--- src/rtl/core/btpm_pkg.sv ---
`default_nettype none

package btpm_pkg;

  localparam int unsigned ADDR_W   = 128;
  localparam int unsigned HALF_W   = 64;
  localparam int unsigned LEN_W    = 8;
  localparam int unsigned POP_W    = 16;
  localparam int unsigned STATUS_W = 3;

  localparam int unsigned NODE_COUNT_DEF   = 4096;
  localparam int unsigned ADDRESS_BITS_DEF = 128;
  localparam int unsigned TAG_BITS_DEF     = 16;

  // Entries of the queue between front end and trie engine
  localparam int unsigned QUEUE_DEPTH = 2;

  typedef enum logic {
    OP_INSERT = 1'b0,
    OP_LOOKUP = 1'b1
  } op_e;

  typedef enum logic [STATUS_W-1:0] {
    ST_INSERTED  = 3'd0,
    ST_FOUND     = 3'd1,
    ST_NO_MATCH  = 3'd2,
    ST_DUPLICATE = 3'd3,
    ST_FULL      = 3'd4
  } status_e;

  typedef enum logic [1:0] {
    ES_IDLE,
    ES_STEP,
    ES_DONE
  } eng_state_e;

  typedef struct packed {
    logic               cmd;
    logic [HALF_W-1:0]  address_high;
    logic [HALF_W-1:0]  address_low;
    logic [LEN_W-1:0]   pfx_len;
    logic [POP_W-1:0]   route_pop;
  } in_t;

  typedef struct packed {
    status_e            status;
    logic [POP_W-1:0]   match_pop;
    logic [LEN_W-1:0]   match_length;
  } out_t;

  // Classified request as queued for the engine
  typedef struct packed {
    op_e                op;
    logic [ADDR_W-1:0]  address;
    logic [LEN_W-1:0]   length;
    logic [POP_W-1:0]   pop;
  } item_t;

endpackage

`default_nettype wire

--- src/rtl/core/btpm_queue.sv ---
`default_nettype none

module btpm_queue (
  input  wire logic            clk_i,
  input  wire logic            rst_ni,
  input  wire logic            push_valid_i,
  output logic                 push_stall_o,
  input  wire btpm_pkg::item_t push_item_i,
  output logic                 pop_valid_o,
  input  wire logic            pop_stall_i,
  output btpm_pkg::item_t      pop_item_o
);

  localparam int unsigned Depth = btpm_pkg::QUEUE_DEPTH;
  localparam int unsigned PtrW  = (Depth > 1) ? $clog2(Depth) : 1;
  localparam int unsigned CntW  = $clog2(Depth + 1);

  btpm_pkg::item_t  slots_q [Depth];
  logic [PtrW-1:0]  wr_ptr_q, wr_ptr_d;
  logic [PtrW-1:0]  rd_ptr_q, rd_ptr_d;
  logic [CntW-1:0]  count_q, count_d;
  logic             push, pop;

  assign push_stall_o = (count_q == CntW'(Depth));
  assign pop_valid_o  = (count_q != '0);
  assign push         = push_valid_i && !push_stall_o;
  assign pop          = pop_valid_o && !pop_stall_i;
  assign pop_item_o   = slots_q[rd_ptr_q];

  always_comb begin
    wr_ptr_d = wr_ptr_q;
    rd_ptr_d = rd_ptr_q;
    count_d  = count_q;
    if (push) begin
      wr_ptr_d = (wr_ptr_q == PtrW'(Depth - 1)) ? '0 : wr_ptr_q + PtrW'(1);
    end
    if (pop) begin
      rd_ptr_d = (rd_ptr_q == PtrW'(Depth - 1)) ? '0 : rd_ptr_q + PtrW'(1);
    end
    if (push && !pop) begin
      count_d = count_q + CntW'(1);
    end else if (pop && !push) begin
      count_d = count_q - CntW'(1);
    end
  end

  always_ff @(posedge clk_i or negedge rst_ni) begin
    if (!rst_ni) begin
      wr_ptr_q <= '0;
      rd_ptr_q <= '0;
      count_q  <= '0;
    end else begin
      wr_ptr_q <= wr_ptr_d;
      rd_ptr_q <= rd_ptr_d;
      count_q  <= count_d;
    end
  end

  always_ff @(posedge clk_i) begin
    if (push) begin
      slots_q[wr_ptr_q] <= push_item_i;
    end
  end

endmodule

`default_nettype wire

--- config.mk ---
export PLATFORM = sky130hd
export DESIGN_NAME = btpm_queue
export DESIGN_NICKNAME = d
export VERILOG_FILES = /design/src/rtl/core/btpm_pkg.sv /design/src/rtl/core/btpm_queue.sv
export SDC_FILE = /design/constraint.sdc
export NUM_CORES = 1
export LEC_CHECK = 0
export BUFFER_PORTS_ARGS = -buffer_cell sky130_fd_sc_hd__buf_2
export CAP_MARGIN = 20
export CORE_AREA = 2 2 147 149
export CTS_CLUSTER_DIAMETER = 120
export CTS_CLUSTER_SIZE = 16
export DETAILED_ROUTE_END_ITERATION = 16
export DIE_AREA = 0 0 149 151
export GPL_ROUTABILITY_DRIVEN = 0
export PLACE_DENSITY_LB_ADDON = 0.15
export SYNTH_ARGS = -nofsm -noshare
export SYNTH_HDL_FRONTEND = slang
export SYNTH_SLANG_ARGS = --single-unit
--- constraint.sdc ---
create_clock -name clk_i -period 21.5 [get_ports clk_i]
set_input_delay 5.375 -clock clk_i [delete_from_list [all_inputs] [get_ports clk_i]]
set_output_delay 5.375 -clock clk_i [all_outputs]
set_load 0.1 [all_outputs]
* After elaboration in Yosys (flattened, before gate mapping)
Memories as Yosys holds them, arrays and structs flattened. Cells that the tools add are included.
Storage, ports and cells: memory bits (writable) 306, register bits 4, logic and storage cells 25, memories 1, bits of input ports 157, output and inout bits 155
Operators by class: equal/unequal tests 1, $add $sub $neg 4, reductions and logical operators 10, mux-type cells 6
Memories:
- slots_q | depth 2, width 153, rd ports 1, clocked after Yosys merged registers in 0, write ports 1, RTL line btpm_queue.sv:18 | btpm_pkg::item_t slots_q [Depth];
Operator list (count):
- 1-bit logical AND | 4
- 1-bit logical NOT | 4
- 1-bit 2-to-1 mux | 4
- 2-bit 2-to-1 mux | 2
- 2-bit nonzero test | 2
- 1-bit adder, second input constant | 2
- 2-bit by 1-bit adder with 2-bit output, second input constant | 1
- 2-bit equality test, second input constant | 1
- 2-bit by 1-bit subtractor with 2-bit output, second input constant | 1

* Longest topological paths before layout
Gate-level depths: netlist of run 1.
word-level depth 7, gate-level depth with buffers 7, depth with buffers taken out 7

* Worst setup path before layout of run 1
Ideal clock, no wire load.
path kind input-to-reg, from input port push_valid_i, to memory slots_q[0][0] (netlist name) (enable), setup time 0.667 ns, buffers on the path 0, required time 20.833 ns, slack 9.018 ns, arrival 11.815 ns, stages on the path 2, cells stage by stage nand2_1 > nor2_1
On the way: cells in the longest elaborated chain, start to end 3
RTL lines:
- start: declaration | RTL line btpm_queue.sv:6 | input wire logic push_valid_i,
- 1-bit logical AND | RTL line btpm_queue.sv:26 | assign push = push_valid_i && !push_stall_o;
- 1-bit 2-to-1 mux | RTL line btpm_queue.sv:60 | if (push) begin
- 1-bit 2-to-1 mux (not written as such) | RTL line btpm_queue.sv:61 | slots_q[wr_ptr_q] <= push_item_i;
- end: declaration | RTL line btpm_queue.sv:18
No other way between the ends.

==> results of run 1 <==
==> sequential cells by signal, indices dropped and copies added, names as in the netlist <==
name,cells
wr_ptr_q,1
slots_q,306
rd_ptr_q,1
count_q,2
==> final cells by class <==
type / instances / area share
Timing Repair Buffer: 318 / 0.1167
Antenna cell: 3 / 0.0005380
Sequential cell: 310 / 0.6659
Tap cell: 275 / 0.02466
Clock buffer: 32 / 0.04367
Clock inverter: 1 / 0.0008070
Inverter: 2 / 0.0005380
Multi-Input combinational cell: 166 / 0.1471
==> cells by family (layout without fill, tap and decap cells) <==
logic type	after synthesis	in the layout	synth area share
DFF	310	310	0.8097
muxes	153	153	0.1698
and+or+nand+nor	7	7	0.003163
adders and majority gates	1	1	0.001090
xor gates and xnor gates	5	5	0.003818
other	0	3	0
buffers and inverters	19	353	0.01243
==> per-stage QoR <==
stage | worst slack, ns | hold WS (ns)
2_1_floorplan | 9.018 | 0.4559
3_3_place_gp | 13.63 | 0.4726
3_5_place_dp | 13.56 | 0.4920
4_1_cts | 13.35 | 0.5031
5_1_grt | 13.26 | 0.5211
6_report | 13.42 | 0.4976
==> synth_stat cells, drive strengths merged <==
cell	count
nor2	2
and3	1
edfxtp	306
nand2b	2
buf	17
nand2	1
dfrtp	4
inv	2
or2	1
xnor2	3
mux2	153
ha	1
xor2	2
==> routing by layer <==
layer	GRT usage	share of wire
met5	0	0.0026
met2	0.3058	0.50
met1	0.2115	0.38
met3	0.06295	0.096
met4	0.05476	0.021
==> path summary, 6_finish.rpt <==
check | cells after the start | end | startpoint
setup / recovery | 3 | pop_item_o[130] | rd_ptr_q
hold / removal | 1 | count_q[1] | count_q[1]
setup reg to reg | 4 | slots_q[1][82] | count_q[0]
hold reg to reg | 1 | count_q[1] | count_q[1]
max in group asynchronous | 1 | rd_ptr_q | rst_ni
min in group asynchronous | 1 | rd_ptr_q | rst_ni
==> flow_summary_export.csv, run 1 <==
group,metric,value,unit
cts,clkTransAtPathRegs,0.07,ns
cells_and_area,area_growth,21.64,%
timing,timing.setup.tns,0,ns
worst_setup_path,start_kind,"flop",
run,drv_cap,0,
placed_design,placed_area,0.01330,mm²
worst_setup_path,slowest_delay,0.84,ns
synth,synth_area_per_cell,23.18,µm²
cells_and_area,regArea,0.009293,mm²
global_routing,grt_pass1_vias,5899,
floorplanning,die-area,0.02250,mm²
cts,htree_levels,1,
placed_design,dp_cells,1070,
drt,routed-via-count,5654,
synth,syn-cell-area,0.01147,mm²
floorplanning,die_h,151,µm
cts,cts_tree,"built",
worst_setup_path,cp_num_buf_inv,2,
timing,worst_pin_slew,1.096,ns
floorplanning,core,0.02082,mm²
outcome,status,"finished clean",
drt,avgRoutedWirePerCell,19.12,µm
global_routing,grt_pass1_wl,30510,µm
synth,yosysSeqAreaShare,0.8097,
drt,ant_nets,0,
timing,slew_violations,0,
worst_setup_path,crit_chain,"buf_4 > mux2_2 > buf_2",
worst_setup_path,slowest_stage,"buf_4",
cts,cts_setup_buffers,0,
worst_setup_path,worstPathMaxFanout,68,
cts,numCtsBuffers,23,
cts,cts_max_path_buffers,3,
cells_and_area,n_fill_cell,1430,
floorplanning,die_w,149,µm
cells_and_area,final_area,0.01395,mm²
timing,finalClockSkew,0.01798,ns
synth,synth_cells,495,
worst_setup_path,critPathCaptureType,"output pin",
cts,cts.sinks,310,
global_routing,grt-ovfl-total,0,
cts,ctsRootBufferMaster,"clkbuf_16",
global_routing,grt_usage,0.1776,
global_routing,grt_antenna_before_repair,8,
timing,final.period_utilization,0.3759,
floorplanning,initial_core_util,0.5510,
timing,slew_headroom,0.2692,
cells_and_area,fin_util,0.6702,
floorplanning,ios,312,
synth,yosys.area.top_type,"edfxtp_1",
cells_and_area,fin_nets,979,
synth,synth_area_leaders,"edfxtp_1 80%, mux2_2 9.1%, mux2_4 7.9%",
worst_setup_path,critPathArrivalTime,2.71,ns
synth,syn_nets,653,
cts,post_cts_resized,0,
cts,clk_latency,0.50,ns
cells_and_area,mostFrequentLayoutCells,"311 x buf_2, 306 x edfxtp_1, 93 x mux2_2",
synth,yosys_warnings,0,
drt,post-route-drc-count,0,
placed_design,dpl.hpwl,14140,µm
synth,synth_seq_cells,310,
drt,firstDrtPassIters,4,
worst_hold_path,hold_class,"flop to flop",
synth,yosys.cell_types.count,15,
worst_setup_path,cp_top_family,"buffers and inverters",
timing,setup_violations,0,
cells_and_area,multiInputGateArea,0.002053,mm²
timing,hold_viol_final,0,
timing,fmax,123.7,MHz
floorplanning,rows,53,
worst_setup_path,r2r_setup_slack,18.37,ns
cells_and_area,final_common_cell,"buf_2",
cts,holdBufCountCts,0,
drt,wirelength,21160,µm
placed_design,portBuffers,311,
global_routing,grt_max_degree,83,
timing,fin_crit,8.082,ns
synth,synth_top_area_share,0.8010,
cells_and_area,fin_cells,1107,
timing,rsz0062_at_grt,"false",
drt,drt_iter0_markers,268,
worst_setup_path,critPathKind,"flop to output pin",
cells_and_area,layout-drive-gt1-share,0.6019,
worst_setup_path,required,16.12,ns
drt,via_per_inst,5.107,
Power of run 1 is not shown: default switching activity piles up to over one toggle a cycle in this logic, so the estimate is an artifact.
==> run 2: changes to the inputs <==
ABC_AREA = 1   (was unset)
CORE_AREA = 2 2 151 153   (was 2 2 147 149)
DIE_AREA = 0 0 153 155   (was 0 0 149 151)
clock period = 7.75 ns   (was 21.5 ns; I/O delays follow)
==> run 2 against run 1 <==
Via count is 23% higher. Synthesized cell count grew 68%. Clock skew shrank 0.0041 ns. Critical path type unchanged. Critical endpoint is now pop_item_o[90]. Largest cell class unchanged. Highest routed layer unchanged.
==> flow_summary_export.csv, run 2 <==
group,metric,value,unit
global_routing,grt_antenna_before_repair,5,
synth,synth_ff_type,"edfxtp_1",
placed_design,placed_area,0.01314,mm²
cts,ctsRootBufferMaster,"clkbuf_16",
drt,routed-via-count,6949,
cts,post_cts_resized,0,
worst_setup_path,cp_num_buf_inv,3,
cts,htree_levels,1,
global_routing,grt_max_degree,108,
synth,yosys_warnings,0,
timing,timing.setup.tns,0,ns
timing,finalClockSkew,0.01391,ns
cells_and_area,largest_reg_flops,306,
floorplanning,die-area,0.02372,mm²
synth,synth_area_leaders,"edfxtp_1 81%, nand2_1 16%, dfrtp_1 0.88%",
timing,final.period_utilization,0.7200,
cells_and_area,final_area,0.01380,mm²
outcome,status,"finished clean",
worst_setup_path,critPathArrivalTime,3.64,ns
drt,ant_nets,0,
worst_setup_path,slowest_stage,"inv_4",
cts,clkTransAtPathRegs,0.07,ns
worst_setup_path,crit_chain,"inv_4 > buf_4 > nand2_1 > nand2_1 > buf_2",
synth,synth_seq_cells,310,
cts,cts_max_path_buffers,3,
synth,synth_top_area_share,0.8123,
cells_and_area,final_common_cell,"nand2_1",
timing,fin_crit,5.580,ns
worst_setup_path,start_kind,"flop",
global_routing,grt_usage,0.1887,
timing,fmax,179.2,MHz
synth,syn-cell-area,0.01131,mm²
synth,async_flop_share,0.01290,
synth,synth-edff-count,306,
floorplanning,ios,312,
cts,cts_tree,"built",
worst_setup_path,critPathCaptureType,"output pin",
cells_and_area,mostFrequentLayoutCells,"470 x nand2_1, 311 x buf_2, 306 x edfxtp_1",
floorplanning,initial_core_util,0.5089,
timing,rsz0062_at_grt,"false",
drt,drt_iter0_markers,436,
placed_design,portBuffers,311,
floorplanning,core,0.02223,mm²
synth,yosys.area.top_type,"edfxtp_1",
cells_and_area,top_regs,"slots_q x306, count_q x2",
run,drv_cap,0,
cells_and_area,layout-drive-gt1-share,0.2984,
worst_setup_path,required,5.81,ns
timing,slew_headroom,0.2967,
worst_setup_path,cp_top_family,"buffers and inverters",
floorplanning,die_w,153,µm
synth,syn_nets,989,
global_routing,grt-ovfl-total,0,
timing,setup_violations,0,
global_routing,grt_pass1_vias,6569,
drt,avgRoutedWirePerCell,16.10,µm
cells_and_area,multiInputGateArea,0.001826,mm²
worst_hold_path,hold_class,"flop to flop",
synth,synth_area_per_cell,13.61,µm²
worst_setup_path,worstPathMaxFanout,89,
timing,worst_pin_slew,1.055,ns
worst_setup_path,crit_top_cell,"nand2_1",
cells_and_area,regArea,0.009293,mm²
global_routing,grt_pass1_wl,35230,µm
worst_setup_path,slowest_delay,0.83,ns
drt,firstDrtPassIters,4,
floorplanning,rows,55,
cts,clk_latency,0.50,ns
synth,yosys.cell_types.count,14,
cells_and_area,fin_nets,1298,
worst_setup_path,critPathKind,"flop to output pin",
synth,yosysSeqAreaShare,0.8211,
cells_and_area,n_fill_cell,1727,
placed_design,dpl.hpwl,14490,µm
timing,slew_violations,0,
cts,cts.sinks,310,
cts,numCtsBuffers,23,
timing,hold_viol_final,0,
drt,post-route-drc-count,0,
cells_and_area,top_register,"slots_q",
synth,ys_top_cells_by_count,"470 x nand2_1, 306 x edfxtp_1, 17 x buf_2",
drt,via_per_inst,4.809,
drt,wirelength,23270,µm
floorplanning,die_h,155,µm
cts,cts_setup_buffers,0,
synth,synth_cells,831,
cells_and_area,area_growth,21.98,%
cts,holdBufCountCts,0,
synth,synth_most_common_cell,"nand2_1",
[run 2: layout make-up]
cell class / instances / area share
clock inverters: 1 / 0.0008161
repair buffers: 317 / 0.1175
clock buffers: 40 / 0.04634
diodes: 4 / 0.0007254
inverters: 9 / 0.002992
flip-flops and latches: 310 / 0.6735
well taps: 285 / 0.02584
multi-input cells: 479 / 0.1323
[run 2: layer usage]
metal,share of wire,wire [µm],up-vias,track usage
met1,0.42,9742,3211,0.2593
met3,0.090,2100,37,0.05515
met4,0.019,433,4,0.04894
met5,0.00099,23,-,0
li1,-,-,3422,-
met2,0.47,10970,275,0.3007
[run 2: stage by stage]
stage               worst slack (ns)    util  cells  hold slack (ns)
floorplan                      1.264       -    831           0.4417
global placement               2.634  0.5898   1399           0.4564
detailed placement             2.646  0.5911   1400           0.4672
CTS                            2.088  0.6203   1441           0.4869
global route                   1.905  0.6207   1444           0.5283
finish                         2.170  0.6208   1445           0.4872
[run 2: worst register-to-register path: cells and delay by family (launching register included)]
family | cells | cell delay [ns]
flops | 1 | 0.38
simple gates | 3 | 0.36
buf+inv | 3 | 1.66
[run 2: final timing paths]
path                                 start             end  slack [ns]  cells after the start
worst min-delay path            count_q[1]      count_q[1]        0.49                      2
max in group asynchronous           rst_ni        rd_ptr_q        6.38                      1
min in group asynchronous           rst_ni      count_q[1]        1.23                      1
worst max register to register  count_q[1]  slots_q[0][73]        4.96                      6
worst max-delay path              rd_ptr_q  pop_item_o[90]        2.17                      5
worst min register to register  count_q[1]      count_q[1]        0.49                      2
[run 2: cells by family after synthesis]
| family | count (synthesis) | synth area share |
|---|---|---|
| and+or+nand+nor | 476 | 0.1584 |
| DFF | 310 | 0.8211 |
| buffers and inverters | 42 | 0.01814 |
| AOI/OAI and AO/OA | 1 | 0.0004420 |
| xor gates and xnor gates | 1 | 0.0007744 |
| adders and majority gates | 1 | 0.001106 |
Power of run 2 is left out for the same reason.
==> run 3: changes to the inputs <==
CORE_AREA = 2 2 159 161   (was 2 2 151 153)
DIE_AREA = 0 0 161 163   (was 0 0 153 155)
clock period = 4.5 ns   (was 7.75 ns; I/O delays follow)
==> run 3 against run 2 <==
Via count fell by 0.32%. Worst hold slack got worse by 0.075 ns. Wire length rose by 2.0%. Clock-buffer cell count fell by 9. Clock skew fell by 0.0025 ns. Largest cell class unchanged.
==> flow_summary_export.csv, run 3 (synthesis gave the netlist of run 2 again) <==
group,metric,value,unit
outcome,status,"finished clean",
worst_setup_path,cp_num_buf_inv,3,
worst_setup_path,crit_chain,"inv_4 > buf_12 > nand2_1 > nand2_1 > buf_2",
worst_setup_path,critPathArrivalTime,2.42,ns
global_routing,grt_antenna_before_repair,4,
drt,via_per_inst,4.674,
cts,clk_latency,0.50,ns
global_routing,grt_pass1_wl,35520,µm
worst_setup_path,required,3.38,ns
floorplanning,ios,312,
floorplanning,die_h,163,µm
cells_and_area,final_area,0.01391,mm²
timing,hold_viol_final,0,
global_routing,grt-ovfl-total,0,
drt,firstDrtPassIters,5,
floorplanning,rows,58,
timing,setup_violations,0,
timing,timing.setup.tns,0,ns
drt,avgRoutedWirePerCell,16.02,µm
cts,cts_setup_buffers,0,
placed_design,placed_area,0.01329,mm²
drt,drt_iter0_markers,489,
global_routing,grt_pass1_vias,6644,
drt,wirelength,23740,µm
global_routing,grt_usage,0.1732,
cells_and_area,area_growth,22.94,%
worst_setup_path,cp_top_family,"buffers and inverters",
timing,rsz0062_at_grt,"false",
timing,slew_violations,0,
drt,post-route-drc-count,0,
worst_setup_path,start_kind,"flop",
worst_setup_path,r2r-start,"count_q[1]",
floorplanning,die_w,161,µm
worst_setup_path,crit_top_cell,"nand2_1",
cells_and_area,top_register,"slots_q",
cells_and_area,final_common_cell,"nand2_1",
worst_setup_path,startpoint,"rd_ptr_q",
placed_design,dpl.hpwl,15130,µm
worst_setup_path,worstRegToRegCells,6,
timing,fmax,282.1,MHz
run,drv_cap,0,
cts,post_cts_resized,0,
worst_setup_path,critPathKind,"flop to output pin",
global_routing,grt_max_degree,155,
cells_and_area,largest_reg_flops,306,
timing,finalClockSkew,0.01138,ns
worst_setup_path,critPathCaptureType,"output pin",
cells_and_area,fin_nets,1301,
cts,htree_levels,1,
timing,worst_pin_slew,0.7712,ns
worst_hold_path,hold_class,"input pin to asynchronous set/reset pin",
worst_setup_path,slowest_stage,"dfrtp_4",
worst_setup_path,worstPathMaxFanout,64,
floorplanning,initial_core_util,0.4585,
cts,cts_tree,"built",
cts,cts_max_path_buffers,3,
cells_and_area,mostFrequentLayoutCells,"470 x nand2_1, 311 x buf_2, 306 x edfxtp_1",
drt,routed-via-count,6927,
floorplanning,die-area,0.02624,mm²
placed_design,portBuffers,311,
drt,ant_nets,0,
cts,clkTransAtPathRegs,0.07,ns
cts,holdBufCountCts,0,
worst_setup_path,slowest_delay,0.51,ns
timing,fin_crit,3.545,ns
timing,slew_headroom,0.4846,
worst_setup_path,crit_cells,5,
cts,numCtsBuffers,23,
timing,final.period_utilization,0.7877,
cells_and_area,n_fill_cell,2087,
floorplanning,core,0.02467,mm²
cells_and_area,layout-drive-gt1-share,0.3035,
cells_and_area,top_regs,"slots_q x306, count_q x2",
cts,ctsRootBufferMaster,"clkbuf_16",
cts,cts.sinks,310,
## run 3: changes by cell type in the layout (fill, tap and decap cells not counted)
cell,change
clkinvlp_4,+1
diode_2,-2
nor2_1,-1
buf_4,-3
buf_16,-1
buf_12,+7
nor2_2,+1
clkbuf_1,-9
inv_6,-1
## run 3: metrics by stage
stage / cells / worst slack (ns) / hold WS, ns / util
after global routing: 1482 / 0.8188 / 0.3918 / 0.5636
after floorplan: 831 / 0.3054 / 0.4417 / -
final: 1482 / 0.9553 / 0.4122 / 0.5636
after detailed placement: 1448 / 1.456 / 0.4694 / 0.5384
after CTS: 1480 / 0.9064 / 0.3897 / 0.5634
after global placement: 1448 / 1.476 / 0.4592 / 0.5384
## run 3: routing by layer
layer | vias up | part of all wire | GRT usage
met1 | 3200 | 0.40 | 0.2288
met2 | 261 | 0.48 | 0.2764
met3 | 37 | 0.092 | 0.05653
met5 | - | 0.00088 | 0
li1 | 3425 | - | -
met4 | 4 | 0.024 | 0.05235
## run 3: area by class of cell
cell class / count / area (µm²) / area share
well taps: 330 / 412.9 / 0.02969
flip-flops and latches: 310 / 9293 / 0.6682
clock inverters: 1 / 11.26 / 0.0008097
clock buffers: 31 / 605.6 / 0.04354
repair buffers: 320 / 1712 / 0.1231
multi-input cells: 479 / 1828 / 0.1314
inverters: 9 / 40.04 / 0.002879
diodes: 2 / 5.005 / 0.0003599
## run 3: worst reg2reg max path, delay by kind of cell, from the launching register on
| family | cells | cell delay, ns |
|---|---|---|
| and+or+nand+nor | 3 | 0.31 |
| buffers and inverters | 3 | 1.15 |
| DFF | 1 | 0.38 |
## run 3: worst paths after layout
| kind | end | slack [ns] |
|---|---|---|
| setup / recovery | pop_item_o[50] | 0.96 |
| hold / removal | wr_ptr_q | 0.41 |
| setup reg to reg | slots_q[0][118] | 2.28 |
| hold reg to reg | count_q[1] | 0.48 |
| max in group asynchronous | rd_ptr_q | 3.95 |
| min in group clk_i | count_q[1] | 0.48 |
Power of run 3 is left out for the same reason.
