[src/rtl/core/btpm_pkg.sv]
`default_nettype none

package btpm_pkg;

  localparam int unsigned ADDR_W   = 128;
  localparam int unsigned HALF_W   = 64;
  localparam int unsigned LEN_W    = 8;
  localparam int unsigned POP_W    = 16;
  localparam int unsigned STATUS_W = 3;

  localparam int unsigned NODE_COUNT_DEF   = 4096;
  localparam int unsigned ADDRESS_BITS_DEF = 128;
  localparam int unsigned TAG_BITS_DEF     = 16;

  // Entries of the queue between front end and trie engine
  localparam int unsigned QUEUE_DEPTH = 2;

  typedef enum logic {
    OP_INSERT = 1'b0,
    OP_LOOKUP = 1'b1
  } op_e;

  typedef enum logic [STATUS_W-1:0] {
    ST_INSERTED  = 3'd0,
    ST_FOUND     = 3'd1,
    ST_NO_MATCH  = 3'd2,
    ST_DUPLICATE = 3'd3,
    ST_FULL      = 3'd4
  } status_e;

  typedef enum logic [1:0] {
    ES_IDLE,
    ES_STEP,
    ES_DONE
  } eng_state_e;

  typedef struct packed {
    logic               cmd;
    logic [HALF_W-1:0]  address_high;
    logic [HALF_W-1:0]  address_low;
    logic [LEN_W-1:0]   pfx_len;
    logic [POP_W-1:0]   route_pop;
  } in_t;

  typedef struct packed {
    status_e            status;
    logic [POP_W-1:0]   match_pop;
    logic [LEN_W-1:0]   match_length;
  } out_t;

  // Classified request as queued for the engine
  typedef struct packed {
    op_e                op;
    logic [ADDR_W-1:0]  address;
    logic [LEN_W-1:0]   length;
    logic [POP_W-1:0]   pop;
  } item_t;

endpackage

`default_nettype wire

[src/rtl/core/btpm_front.sv]
`default_nettype none

module btpm_front #(
  parameter int unsigned ADDRESS_BITS = btpm_pkg::ADDRESS_BITS_DEF
) (
  input  wire logic            clk_i,
  input  wire logic            rst_ni,
  input  wire logic            in_valid_i,
  output logic                 in_stall_o,
  input  wire btpm_pkg::in_t   in_i,
  output logic                 push_valid_o,
  input  wire logic            push_stall_i,
  output btpm_pkg::item_t      push_item_o
);

  logic            valid_q, valid_d;
  btpm_pkg::item_t item_q, item_d;
  logic            take;

  assign in_stall_o   = valid_q && push_stall_i;
  assign take         = in_valid_i && !in_stall_o;
  assign push_valid_o = valid_q;
  assign push_item_o  = item_q;

  always_comb begin
    item_d         = item_q;
    item_d.address = {in_i.address_high, in_i.address_low};
    item_d.pop     = in_i.route_pop;
    // lengths beyond the address width saturate
    if (in_i.pfx_len > btpm_pkg::LEN_W'(ADDRESS_BITS)) begin
      item_d.length = btpm_pkg::LEN_W'(ADDRESS_BITS);
    end else begin
      item_d.length = in_i.pfx_len;
    end
    unique case (in_i.cmd)
      1'b0:    item_d.op = btpm_pkg::OP_INSERT;
      default: item_d.op = btpm_pkg::OP_LOOKUP;
    endcase
    valid_d = take || (valid_q && push_stall_i);
  end

  always_ff @(posedge clk_i or negedge rst_ni) begin
    if (!rst_ni) begin
      valid_q <= 1'b0;
    end else begin
      valid_q <= valid_d;
    end
  end

  always_ff @(posedge clk_i) begin
    if (take) begin
      item_q <= item_d;
    end
  end

endmodule

`default_nettype wire

[config.mk]
export PLATFORM = sky130hd
export DESIGN_NAME = btpm_front
export DESIGN_NICKNAME = d
export VERILOG_FILES = /design/src/rtl/core/btpm_pkg.sv /design/src/rtl/core/btpm_front.sv
export SDC_FILE = /design/constraint.sdc
export NUM_CORES = 1
export LEC_CHECK = 0
export BUFFER_PORTS_ARGS = -buffer_cell sky130_fd_sc_hd__buf_2
export CORE_AREA = 2 2 123 125
export DETAILED_ROUTE_END_ITERATION = 12
export DIE_AREA = 0 0 125 127
export PLACE_DENSITY = 0.6
export SYNTH_ARGS = -nofsm -noshare
export SYNTH_HDL_FRONTEND = slang
export SYNTH_SLANG_ARGS = --single-unit
[constraint.sdc]
create_clock -name clk_i -period 17.6 [get_ports clk_i]
set_input_delay 0.88 -clock clk_i [delete_from_list [all_inputs] [get_ports clk_i]]
set_output_delay 0.88 -clock clk_i [all_outputs]
set_load 0.03 [all_outputs]
Word-level counts from Yosys, hierarchy flattened
Cells that the tools add are included.
{"block": "totals", "regBits": 154, "elab_cells": 11, "out_inout_bits": 155}
{"block": "classes", "reduce_logical": 4, "muxes": 1, "n_lt_le_gt_ge": 1}
{"op": "8-bit > comparator, second input constant", "n": 1}
{"op": "1-bit logical AND", "n": 2}
{"op": "1-bit zero test", "n": 1}
{"op": "1-bit logical OR", "n": 1}
{"op": "1-bit 2-to-1 mux", "n": 1}

Longest topological paths before layout
Gate-level depths: netlist of the first run.
{"block": "depth", "word_depth": 4, "ltp_mapped": 1, "ltp_nobuf": 1}

Least setup slack after synthesis of the first run
OpenSTA, ideal clock, no wires.
{"block": "synth_timing", "path_kind": "input port to flip-flop", "from": "input port in_valid_i", "to": "register item_q (netlist bit push_item_o[0]) (enable)", "arrival_ps": 11923, "path_buffers": 0, "required_time_ps": 16699, "setup_slack_ps": 4776, "setup_time_ps": 901, "cell_stages": 1, "cell_sequence": "a21boi_0"}
{"block": "synth_between", "elab_chain_len": 1}
{"element": "start, declared", "line_no": "btpm_front.sv:8", "text": "input wire logic in_valid_i,"}
{"element": "1-bit logical AND", "line_no": "btpm_front.sv:21", "text": "assign take = in_valid_i && !in_stall_o;"}
{"element": "end signal, assigned", "line_no": "btpm_front.sv:52", "text": "item_q <= item_d;"}
{"element": "end, declared", "line_no": "btpm_front.sv:17", "text": "btpm_pkg::item_t item_q, item_d;"}
No other way between the ends.
A chain may end at the register's enable or synchronous reset.

Worst setup path in the final report of the first run
{"block": "layout_timing", "from": "input port in_valid_i", "to": "register item_q (netlist bit push_item_o[109]) (enable)"}
{"block": "layout_between", "elab_chain_len": 1}
{"element": "1-bit logical AND", "line_no": "btpm_front.sv:21"}
{"element": "named net take", "line_no": "btpm_front.sv:18", "text": "logic take;"}
The timed path passes the listed nets, and every way through them passes these cells.

==> results.cfg, run 1 <==
[status]
outcome = completed

[power_and_ir_drop]
power.ir.vdd_worst_mv = 0.0549
combPwrFrac_pct = 9.8
internal_power_mw = 0.675
p_leak_nw = 3.01
power.switching_fraction_pct = 23.2
seq_power_share_pct = 49.3
pwr_density_cell_nw_per_um2 = 124
switching_power_mw = 0.204
clock_power_share_pct = 40.9

[route]
drt-total-wl_mm = 11.2
route.detailed.vias_per_inst = 4.19
drt-pass1-iter-count = 4
detailroute.via_count = 2909
drt_first_iter_violations = 122
avgRoutedWirePerCell_um = 16.1
final_antenna_net_count = 0
route.detailed.drc = 0

[timing]
fin_tns_setup_ns = 0
final.min_clock_period_ns = 2.79
fmaxAchievable_ghz = 0.358
timing.slew.headroom_pct = 26.5
final-hold-violation-count = 0
min_period_over_period_pct = 15.9
worstMarginPinSlew_ns = 1.10
grt_setup_unrepaired = no
clock_skew_ns = 0.00569
finalSetupViolCount = 0
slew_violations = 0

[critical_path]
crit_top_cell = sky130_fd_sc_hd__buf_4
cp.arrival_ns = 2.82
worstReg2RegEnd = push_item_o[109]
cp_max_fo = 90
worst_setup_path_startpoint = in_valid_i
worst-r2r-cell-count = 3
timing.critical_path.buf_inv = 3
critical_path.max_stage_delay_ns = 0.95
worstSetupPathDepth = 4
cp_slowest_cell = sky130_fd_sc_hd__buf_4
end_kind = register
required_ns = 17.62
regToRegStartpoint = push_valid_o
criticalPathCategory = input pin to register
cp_cell_sequence = buf_2 -> a21boi_4 -> buf_4 -> buf_4
setup.worst_path.start_class = input pin
cpLargestDelayFamily = buffers and inverters
regToRegSetupSlack_ns = 14.93

[yosys]
postSynthAreaPerCell_um2 = 28.4
synthesis.area_um2 = 4690
synthMostInstantiatedCell = sky130_fd_sc_hd__edfxtp_1
syn_nets = 322
ys_top_cells_by_count = sky130_fd_sc_hd__edfxtp_1, sky130_fd_sc_hd__nor2b_1
synth-edff-count = 153
asyncSetResetFlopFracSynth_pct = 0.649
area_share_of_the_largest_cell_type_after_synthesis_pct = 98.0
synth_seq_cells = 154
synth.lib_cells_used.distinct = 7
yosys_warnings = 0
synth_area_leader_cell = sky130_fd_sc_hd__edfxtp_1
post_synth_main_area_contributors = sky130_fd_sc_hd__edfxtp_1, sky130_fd_sc_hd__nor2b_1, sky130_fd_sc_hd__dfrtp_1, sky130_fd_sc_hd__a21boi_0, sky130_fd_sc_hd__a21o_1
synth_sequential_area_ratio_pct = 98.5
syn-instance-count = 165
synth_ff_type = sky130_fd_sc_hd__edfxtp_1

[placed_design]
portBuffers = 311
numPlacedInstances = 661
routabilityCongestion = 0.788
dp.final_hpwl_mm = 8.47

[die]
count_of_standard_cell_rows = 44
die_y_um = 127
fp.coreArea_um2 = 14400
die_area_um2 = 15900
ios = 312
start_util_pct = 32.5
die_x_um = 125

[cts]
tritoncts = done
cts.htree.levels = 4
cts_setup_buffers = 0
clock_buffer_count_from_cts = 17
cts_num_sinks = 154
ctsResizeCount = 0
cts-hold-fix-buffers = 0
clock_latency_ns = 0.41
clk_transition_reported_paths_ns = 0.06
maximum_count_of_clock_buffers_along_a_single_path = 2
cts_root_buffer = sky130_fd_sc_hd__clkbuf_16

[grt]
grt.overflow.total = 0
grt_util_all_layers_pct = 14.0
grt_antenna_before_repair = 1
grt_pass1_wl_mm = 16.4
first_global_vias = 3029
grt_max_degree = 91

[run]
max_cap_viol_count = 0

[layout]
finalNetCount = 653
final.fill_count = 1268
finalNonFillerCells = 694
ratio_of_cells_with_drive_above_1_in_the_final_layout_pct = 66.8
areaGrowthSynthToFinish_pct = 51.1

[min_path]
min-delay-path-class = input pin to asynchronous set/reset pin
==> through the flow <==
step | worst slack [ns] | area [um2] | hold WS (ns) | power [mW] | utilization, %
2_1_floorplan | 4.78 | 4690 | 0.584 | 0.498 | -
3_3_place_gp | 14.45 | 6500 | 0.560 | 0.527 | 45.0
3_5_place_dp | 14.36 | 6500 | 0.579 | 0.529 | 45.0
4_1_cts | 14.80 | 7080 | 0.209 | 0.890 | 49.1
5_1_grt | 14.68 | 7080 | 0.211 | 0.911 | 49.1
6_report | 14.81 | 7080 | 0.236 | 0.879 | 49.1
==> metal layers <==
layer / routed length (um) / global-route usage, %
met5: 0 / 0
met1: 3960 / 14.9
met2: 5680 / 23.2
met4: 213 / 6.93
met3: 1330 / 7.24
==> power groups by stage <==
stage | clock network (mW) | registers (mW) | logic (mW)
global route | 0.385 | 0.435 | 0.0915
finish | 0.359 | 0.433 | 0.0865
detailed placement | 0 | 0.441 | 0.0880
global placement | 0 | 0.440 | 0.0867
CTS | 0.369 | 0.433 | 0.0880
floorplan | 0 | 0.491 | 0.00759
==> final cells by class <==
type / count / area [um2] / share of cell area (%)
Sequential cell: 154 / 4620 / 65.2
Timing Repair Buffer: 313 / 1570 / 22.2
Clock buffer: 18 / 429 / 6.06
Tap cell: 184 / 230 / 3.25
Clock inverter: 14 / 155 / 2.19
Multi-Input combinational cell: 10 / 76.3 / 1.08
Antenna cell: 1 / 2.50 / 0.0353
==> cell usage in the layout (no fill, tap or decap), drive strengths merged <==
cell type and n:
clkbuf 18, bufinv 3, and2 1, clkinv 9
diode 1, buf 313, edfxtp 153, a21o 1
clkinvlp 2, dfrtp 1, a21boi 1, nor2b 7
==> worst max-delay path by stage <==
stage	to	slack (ns)
after floorplan	push_item_o[0]	4.78
final	push_item_o[109]	14.81
after detailed placement	push_item_o[74]	14.36
after CTS	push_item_o[133]	14.80
after global placement	push_item_o[0]	14.45
after global routing	push_item_o[142]	14.68
==> registers in the layout, summed over array words and instances (netlist names) <==
name,cells
push_item_o,153
push_valid_o,1
==> cell families (layout without fill, tap and decap cells) <==
| kind of cell | Yosys count | count (layout) | share of synthesized area [%] |
|---|---|---|---|
| AOI/OAI and AO/OA | 2 | 2 | 0.320 |
| buffers and inverters | 1 | 345 | 0.0800 |
| DFF | 154 | 154 | 98.5 |
| other | 0 | 1 | 0 |
| and+or+nand+nor | 8 | 8 | 1.07 |
Note: power is estimated with default switching activity, not from simulation.
==> run 2, diff against run 1 <==
Settings changed: PLACE_DENSITY 0.6 to 0.63.
Clock period 17.6 ns to 2.4 ns, I/O delays scaled along.
==> run 2 against run 1 <==
Against the previous run:
- the run now fails in clock tree synthesis
- synthesized area is the same
- synthesized cell count did not move
==> results.cfg, run 2 <==
[placed_design]
numPlacedInstances = 661
pre_cts_ws_ns = 0.859
portBuffers = 311
routabilityCongestion = 0.763

[yosys]
synth_ff_type = sky130_fd_sc_hd__edfxtp_1
synth.lib_cells_used.distinct = 7
synthMostInstantiatedCell = sky130_fd_sc_hd__edfxtp_1
yosys.area_share.simple_pct = 1.07
synth_seq_cells = 154
postSynthAreaPerCell_um2 = 28.4
main_combinational_cell_family_by_area_after_synthesis = simple AND/OR/NAND/NOR gates
yosys_warnings = 0
syn_nets = 322
area_share_of_the_largest_cell_type_after_synthesis_pct = 98.0
xor_xnor_share_of_the_synthesized_area_pct = 0
synth_compound_gate_area_share_pct = 0.320
syn-instance-count = 165
synth_area_leader_cell = sky130_fd_sc_hd__edfxtp_1
synth-adder-area-share_pct = 0
asyncSetResetFlopFracSynth_pct = 0.649
post_synth_main_area_contributors = sky130_fd_sc_hd__edfxtp_1, sky130_fd_sc_hd__nor2b_1, sky130_fd_sc_hd__dfrtp_1, sky130_fd_sc_hd__a21boi_0, sky130_fd_sc_hd__a21o_1
synth_sequential_area_ratio_pct = 98.5
synth-edff-count = 153
synthesis.area_um2 = 4690
ys_top_cells_by_count = sky130_fd_sc_hd__edfxtp_1, sky130_fd_sc_hd__nor2b_1
yosys-mux-area-fraction_pct = 0

[cts]
cts.htree.levels = 4
maximum_count_of_clock_buffers_along_a_single_path = 2
cts_root_buffer = sky130_fd_sc_hd__clkbuf_16
clock_buffer_count_from_cts = 17
cts_num_sinks = 154
cts-hold-fix-buffers = 139
ctsResizeCount = 0
cts_setup_buffers = 0

[die]
die_y_um = 127
die_x_um = 125
start_util_pct = 32.5
count_of_standard_cell_rows = 44
ios = 312

[status]
outcome = stopped before the end
first-error = [ERROR RSZ-0060] Max buffer count reached.
outcome.stop_stage = clock tree synthesis
run 2: kinds of logic after synthesis:
group,Yosys count
buf+inv,1
flops,154
simple gates,8
compound gates,2
run 2: stage by stage:
step	hold slack [ns]	cell area (um2)
floorplan	-0.176	4700
global placement	-0.103	6520
detailed placement	-0.104	6520
==> run 3, diff against run 2 <==
Settings changed: CORE_AREA 2 2 123 125 to default, CORE_MARGIN from default to 2, CORE_UTILIZATION from default to 20, DIE_AREA 0 0 125 127 to default, PLACE_DENSITY 0.63 to default, PLACE_DENSITY_LB_ADDON from default to 0.15.
Clock period 2.4 ns to 3.1 ns, I/O delays scaled along.
==> run 3 against run 2 <==
Against the previous run:
- the run now ends clean
==> results.cfg, run 3 (synthesis gave the netlist of run 1 again) <==
[layout]
num_antenna_cells = 0
final_design_area_no_fill_um2 = 8740
finalNetCount = 801
largest_register_ff_count = 153
most_common_cell_after_layout_fill_and_taps_aside = sky130_fd_sc_hd__buf_2
multi_input_area_um2 = 76.3
commonest_cells_after_routing_fill_and_taps_aside = sky130_fd_sc_hd__buf_2, sky130_fd_sc_hd__edfxtp_1, sky130_fd_sc_hd__dlygate4sd3_1
ratio_of_cells_with_drive_above_1_in_the_final_layout_pct = 52.5
regArea_um2 = 4620
final_util_pct = 37.6
final.fill_count = 2240
areaGrowthSynthToFinish_pct = 86.4

[cts]
clock_buffer_count_from_cts = 17
cts_num_sinks = 154
tritoncts = done
cts.htree.levels = 4
maximum_count_of_clock_buffers_along_a_single_path = 2
cts_setup_buffers = 0
cts_root_buffer = sky130_fd_sc_hd__clkbuf_16
ctsResizeCount = 0
clk_transition_reported_paths_ns = 0.07
clock_latency_ns = 0.41

[timing]
grt_setup_unrepaired = no
fin_tns_setup_ns = 0
fmaxAchievable_ghz = 0.654
timing.slew.headroom_pct = 64.9
final.min_clock_period_ns = 1.53
final-hold-violation-count = 0
clock_skew_ns = 0.0108
worstMarginPinSlew_ns = 0.526
min_period_over_period_pct = 49.3
slew_violations = 0
finalSetupViolCount = 0

[placed_design]
post_dp_area_um2 = 6690
dp.final_hpwl_mm = 8.71
portBuffers = 311
routabilityCongestion = 0.652

[power_and_ir_drop]
combPwrFrac_pct = 12.7
internal_power_mw = 3.84
p_leak_nw = 3.62
clock_power_share_pct = 39.0
pwr_density_cell_nw_per_um2 = 583
power.switching_fraction_pct = 24.6
seq_power_share_pct = 48.2
power.ir.vdd_worst_mv = 0.282
fin_total_pwr_mw = 5.09
switching_power_mw = 1.25

[die]
count_of_standard_cell_rows = 56
die_y_um = 157
start_util_pct = 20.2
die_area_um2 = 24700
ios = 312
fp.coreArea_um2 = 23300
die_x_um = 157

[route]
route.detailed.drc = 0
drt-total-wl_mm = 13.0
route.detailed.vias_per_inst = 3.56
final_antenna_net_count = 0
avgRoutedWirePerCell_um = 13.4
detailroute.via_count = 3472
drt-pass1-iter-count = 4
drt_first_iter_violations = 146

[grt]
grt_util_all_layers_pct = 9.93
grt_max_degree = 85
grt_pass1_wl_mm = 18.4
grt.overflow.total = 0
first_global_vias = 3640
grt_antenna_before_repair = 0

[critical_path]
required_ns = 3.14
setup.worst_path.start_class = register
cp.arrival_ns = 1.57
criticalPathCategory = register to register
regToRegSetupSlack_ns = 1.57
cp_max_fo = 84
end_kind = register

[status]
outcome = completed

[min_path]
min-delay-path-class = input pin to asynchronous set/reset pin

[run]
max_cap_viol_count = 0
==> run 3: routing by layer <==
layer	wire length, um	GRT usage, %
met5	0	0
met4	134	3.59
met2	6790	17.2
met3	1210	4.71
met1	4900	10.6
==> run 3: path summary, 6_finish.rpt <==
path                               from          endpoint  cells past startpoint
setup / recovery           push_valid_o   push_item_o[86]                      2
hold / removal                   rst_ni      push_valid_o                      2
setup reg to reg           push_valid_o   push_item_o[86]                      2
hold reg to reg            push_valid_o  push_item_o[118]                      2
max in group asynchronous        rst_ni      push_valid_o                      2
min in group clk_i             in_i[21]   push_item_o[21]                      2
==> run 3: power groups by stage <==
stage / Clock (mW) / Combinational (mW) / Sequential (mW)
finish: 1.99 / 0.649 / 2.46
global route: 2.15 / 0.689 / 2.47
CTS: 2.07 / 0.654 / 2.46
detailed placement: 0 / 0.506 / 2.50
global placement: 0 / 0.503 / 2.50
floorplan: 0 / 0.0443 / 2.74
==> run 3: what timing repair did <==
item / 4_1_cts / 5_1_grt
hold endpoints to repair: 147 / 0
hold buffers: 148 / 0
endpoints found under the setup margin: 0 / 0
==> run 3: worst max-delay path, stage by stage, from the launching register on <==
cell and delay (ns):
sky130_fd_sc_hd__dfrtp_2 0.44, sky130_fd_sc_hd__a21boi_4 0.23, sky130_fd_sc_hd__buf_12 0.36
==> run 3: cell type report <==
type                       count  area share, %
multi-input combinational     10          0.873
sequential                   154           52.9
clock inverter                12           1.35
clock buffer                  20           5.11
timing repair buffer         461           35.2
tap                          319           4.57
==> run 3: through the flow <==
stage	worst slack (ns)	hold slack, ns	cells
after floorplan	-0.386	-0.141	165
after global placement	1.65	-0.0692	796
after detailed placement	1.63	-0.0675	796
after CTS	1.61	0.00800	976
after global routing	1.52	0.0203	976
final	1.57	0.0339	976
==> run 4, diff against run 3 <==
Clock period 3.1 ns to 1.6 ns, I/O delays scaled along.
==> run 4 against run 3 <==
Against the previous run:
- wire length is 0.26% lower
- critical path type unchanged
- combinational power is 100% higher
- clock skew hardly changed
- highest routed layer unchanged
- largest cell class unchanged
==> results.cfg, run 4 (synthesis gave the netlist of run 1 again) <==
[timing]
grt_setup_unrepaired = no
slew_violations = 0
clock_skew_ns = 0.0103
worstMarginPinSlew_ns = 0.197
final-hold-violation-count = 0
min_period_over_period_pct = 87.0
finalSetupViolCount = 0
final_ws_setup_ns = 0.209
final.min_clock_period_ns = 1.39
timing.slew.headroom_pct = 86.8
fin_tns_setup_ns = 0
fmaxAchievable_ghz = 0.719

[cts]
clock_buffer_count_from_cts = 17
cts-hold-fix-buffers = 157
ctsResizeCount = 0
cts.htree.levels = 4
cts_root_buffer = sky130_fd_sc_hd__clkbuf_16
clock_latency_ns = 0.42
clk_transition_reported_paths_ns = 0.07
cts_setup_buffers = 0
tritoncts = done
maximum_count_of_clock_buffers_along_a_single_path = 2
cts_num_sinks = 154

[critical_path]
end_kind = register
cp_max_fo = 29
criticalPathCategory = register to register
cp.arrival_ns = 1.51
setup.worst_path.start_class = register
required_ns = 1.71

[die]
die_area_um2 = 24700
count_of_standard_cell_rows = 56
ios = 312
fp.coreArea_um2 = 23300
die_y_um = 157
start_util_pct = 20.2
die_x_um = 157

[grt]
grt_util_all_layers_pct = 10.2
grt.overflow.total = 0
grt_antenna_before_repair = 0
grt_pass1_wl_mm = 18.8
grt_max_degree = 30
first_global_vias = 3657

[route]
drt-pass1-iter-count = 6
route.detailed.drc = 0
avgRoutedWirePerCell_um = 13.0
final_antenna_net_count = 0
drt-total-wl_mm = 13.0
route.detailed.vias_per_inst = 3.54
detailroute.via_count = 3526
drt_first_iter_violations = 89

[layout]
final_util_pct = 38.5
commonest_cells_after_routing_fill_and_taps_aside = sky130_fd_sc_hd__buf_2, sky130_fd_sc_hd__dlygate4sd3_1, sky130_fd_sc_hd__edfxtp_1
finalNetCount = 822
largest_register_ff_count = 153
areaGrowthSynthToFinish_pct = 91.1
ratio_of_cells_with_drive_above_1_in_the_final_layout_pct = 52.8
num_antenna_cells = 0
most_common_cell_after_layout_fill_and_taps_aside = sky130_fd_sc_hd__buf_2
final_design_area_no_fill_um2 = 8960

[placed_design]
dp.final_hpwl_mm = 9.31
portBuffers = 311
pre_cts_ws_ns = 0.208
post_dp_area_um2 = 6830
routabilityCongestion = 0.661

[power_and_ir_drop]
pwr_density_cell_nw_per_um2 = 1100
p_leak_nw = 3.75
power.ir.vdd_worst_mv = 0.546
fin_total_pwr_mw = 9.87

[min_path]
min-delay-path-class = input pin to register

[run]
max_cap_viol_count = 0

[status]
outcome = completed
[run 4: cell types whose count changed in the layout (fill, tap and decap cells not counted), sizes merged]
cell,previous run,this run
clkinvlp,4,2
bufinv,1,0
clkbuf,20,17
buf,313,325
inv,3,9
dlygate4sd3,148,157
[run 4: worst paths after layout]
check | startpoint | endpoint | cells after the start | slack (ns)
max reg2reg | push_valid_o | push_item_o[124] | 3 | 0.21
min reg2reg | push_valid_o | push_item_o[118] | 2 | 0.83
min in group asynchronous | rst_ni | push_valid_o | 3 | 0.49
max | push_valid_o | push_item_o[124] | 3 | 0.21
min | push_stall_i | push_item_o[118] | 3 | 0.19
max in group asynchronous | rst_ni | push_valid_o | 3 | 0.99
[run 4: area by class of cell]
class | instances | area (um2)
Fill cell | 2246 | 14300
Sequential cell | 154 | 4620
Timing Repair Buffer | 482 | 3310
Clock buffer | 17 | 425
Tap cell | 319 | 399
Clock inverter | 15 | 130
Multi-Input combinational cell | 10 | 76.3
[run 4: power breakdown]
group | switching, mW | internal (mW) | total (mW)
registers | 0.0560 | 4.70 | 4.76
clock network | 1.74 | 2.05 | 3.79
logic | 0.738 | 0.583 | 1.32
total | 2.53 | 7.33 | 9.87
[run 4: routing by layer]
layer,wire length (um),up-vias,global-route usage [%]
li1,-,1670,-
met1,4850,1649,10.3
met2,6750,186,18.1
met3,1150,21,4.76
met4,253,0,4.50
met5,0,-,0
[run 4: per-stage QoR]
stage | hold WS, ns | cells
6_report | 0.190 | 997
3_5_place_dp | -0.143 | 808
4_1_cts | 0.167 | 997
5_1_grt | 0.170 | 997
2_1_floorplan | -0.216 | 165
3_3_place_gp | -0.144 | 808
[run 4: worst max-delay path, stage by stage, from the launching register on]
cell	delay, ns
sky130_fd_sc_hd__dfrtp_2	0.44
sky130_fd_sc_hd__a21boi_4	0.23
sky130_fd_sc_hd__buf_12	0.20
sky130_fd_sc_hd__buf_12	0.20
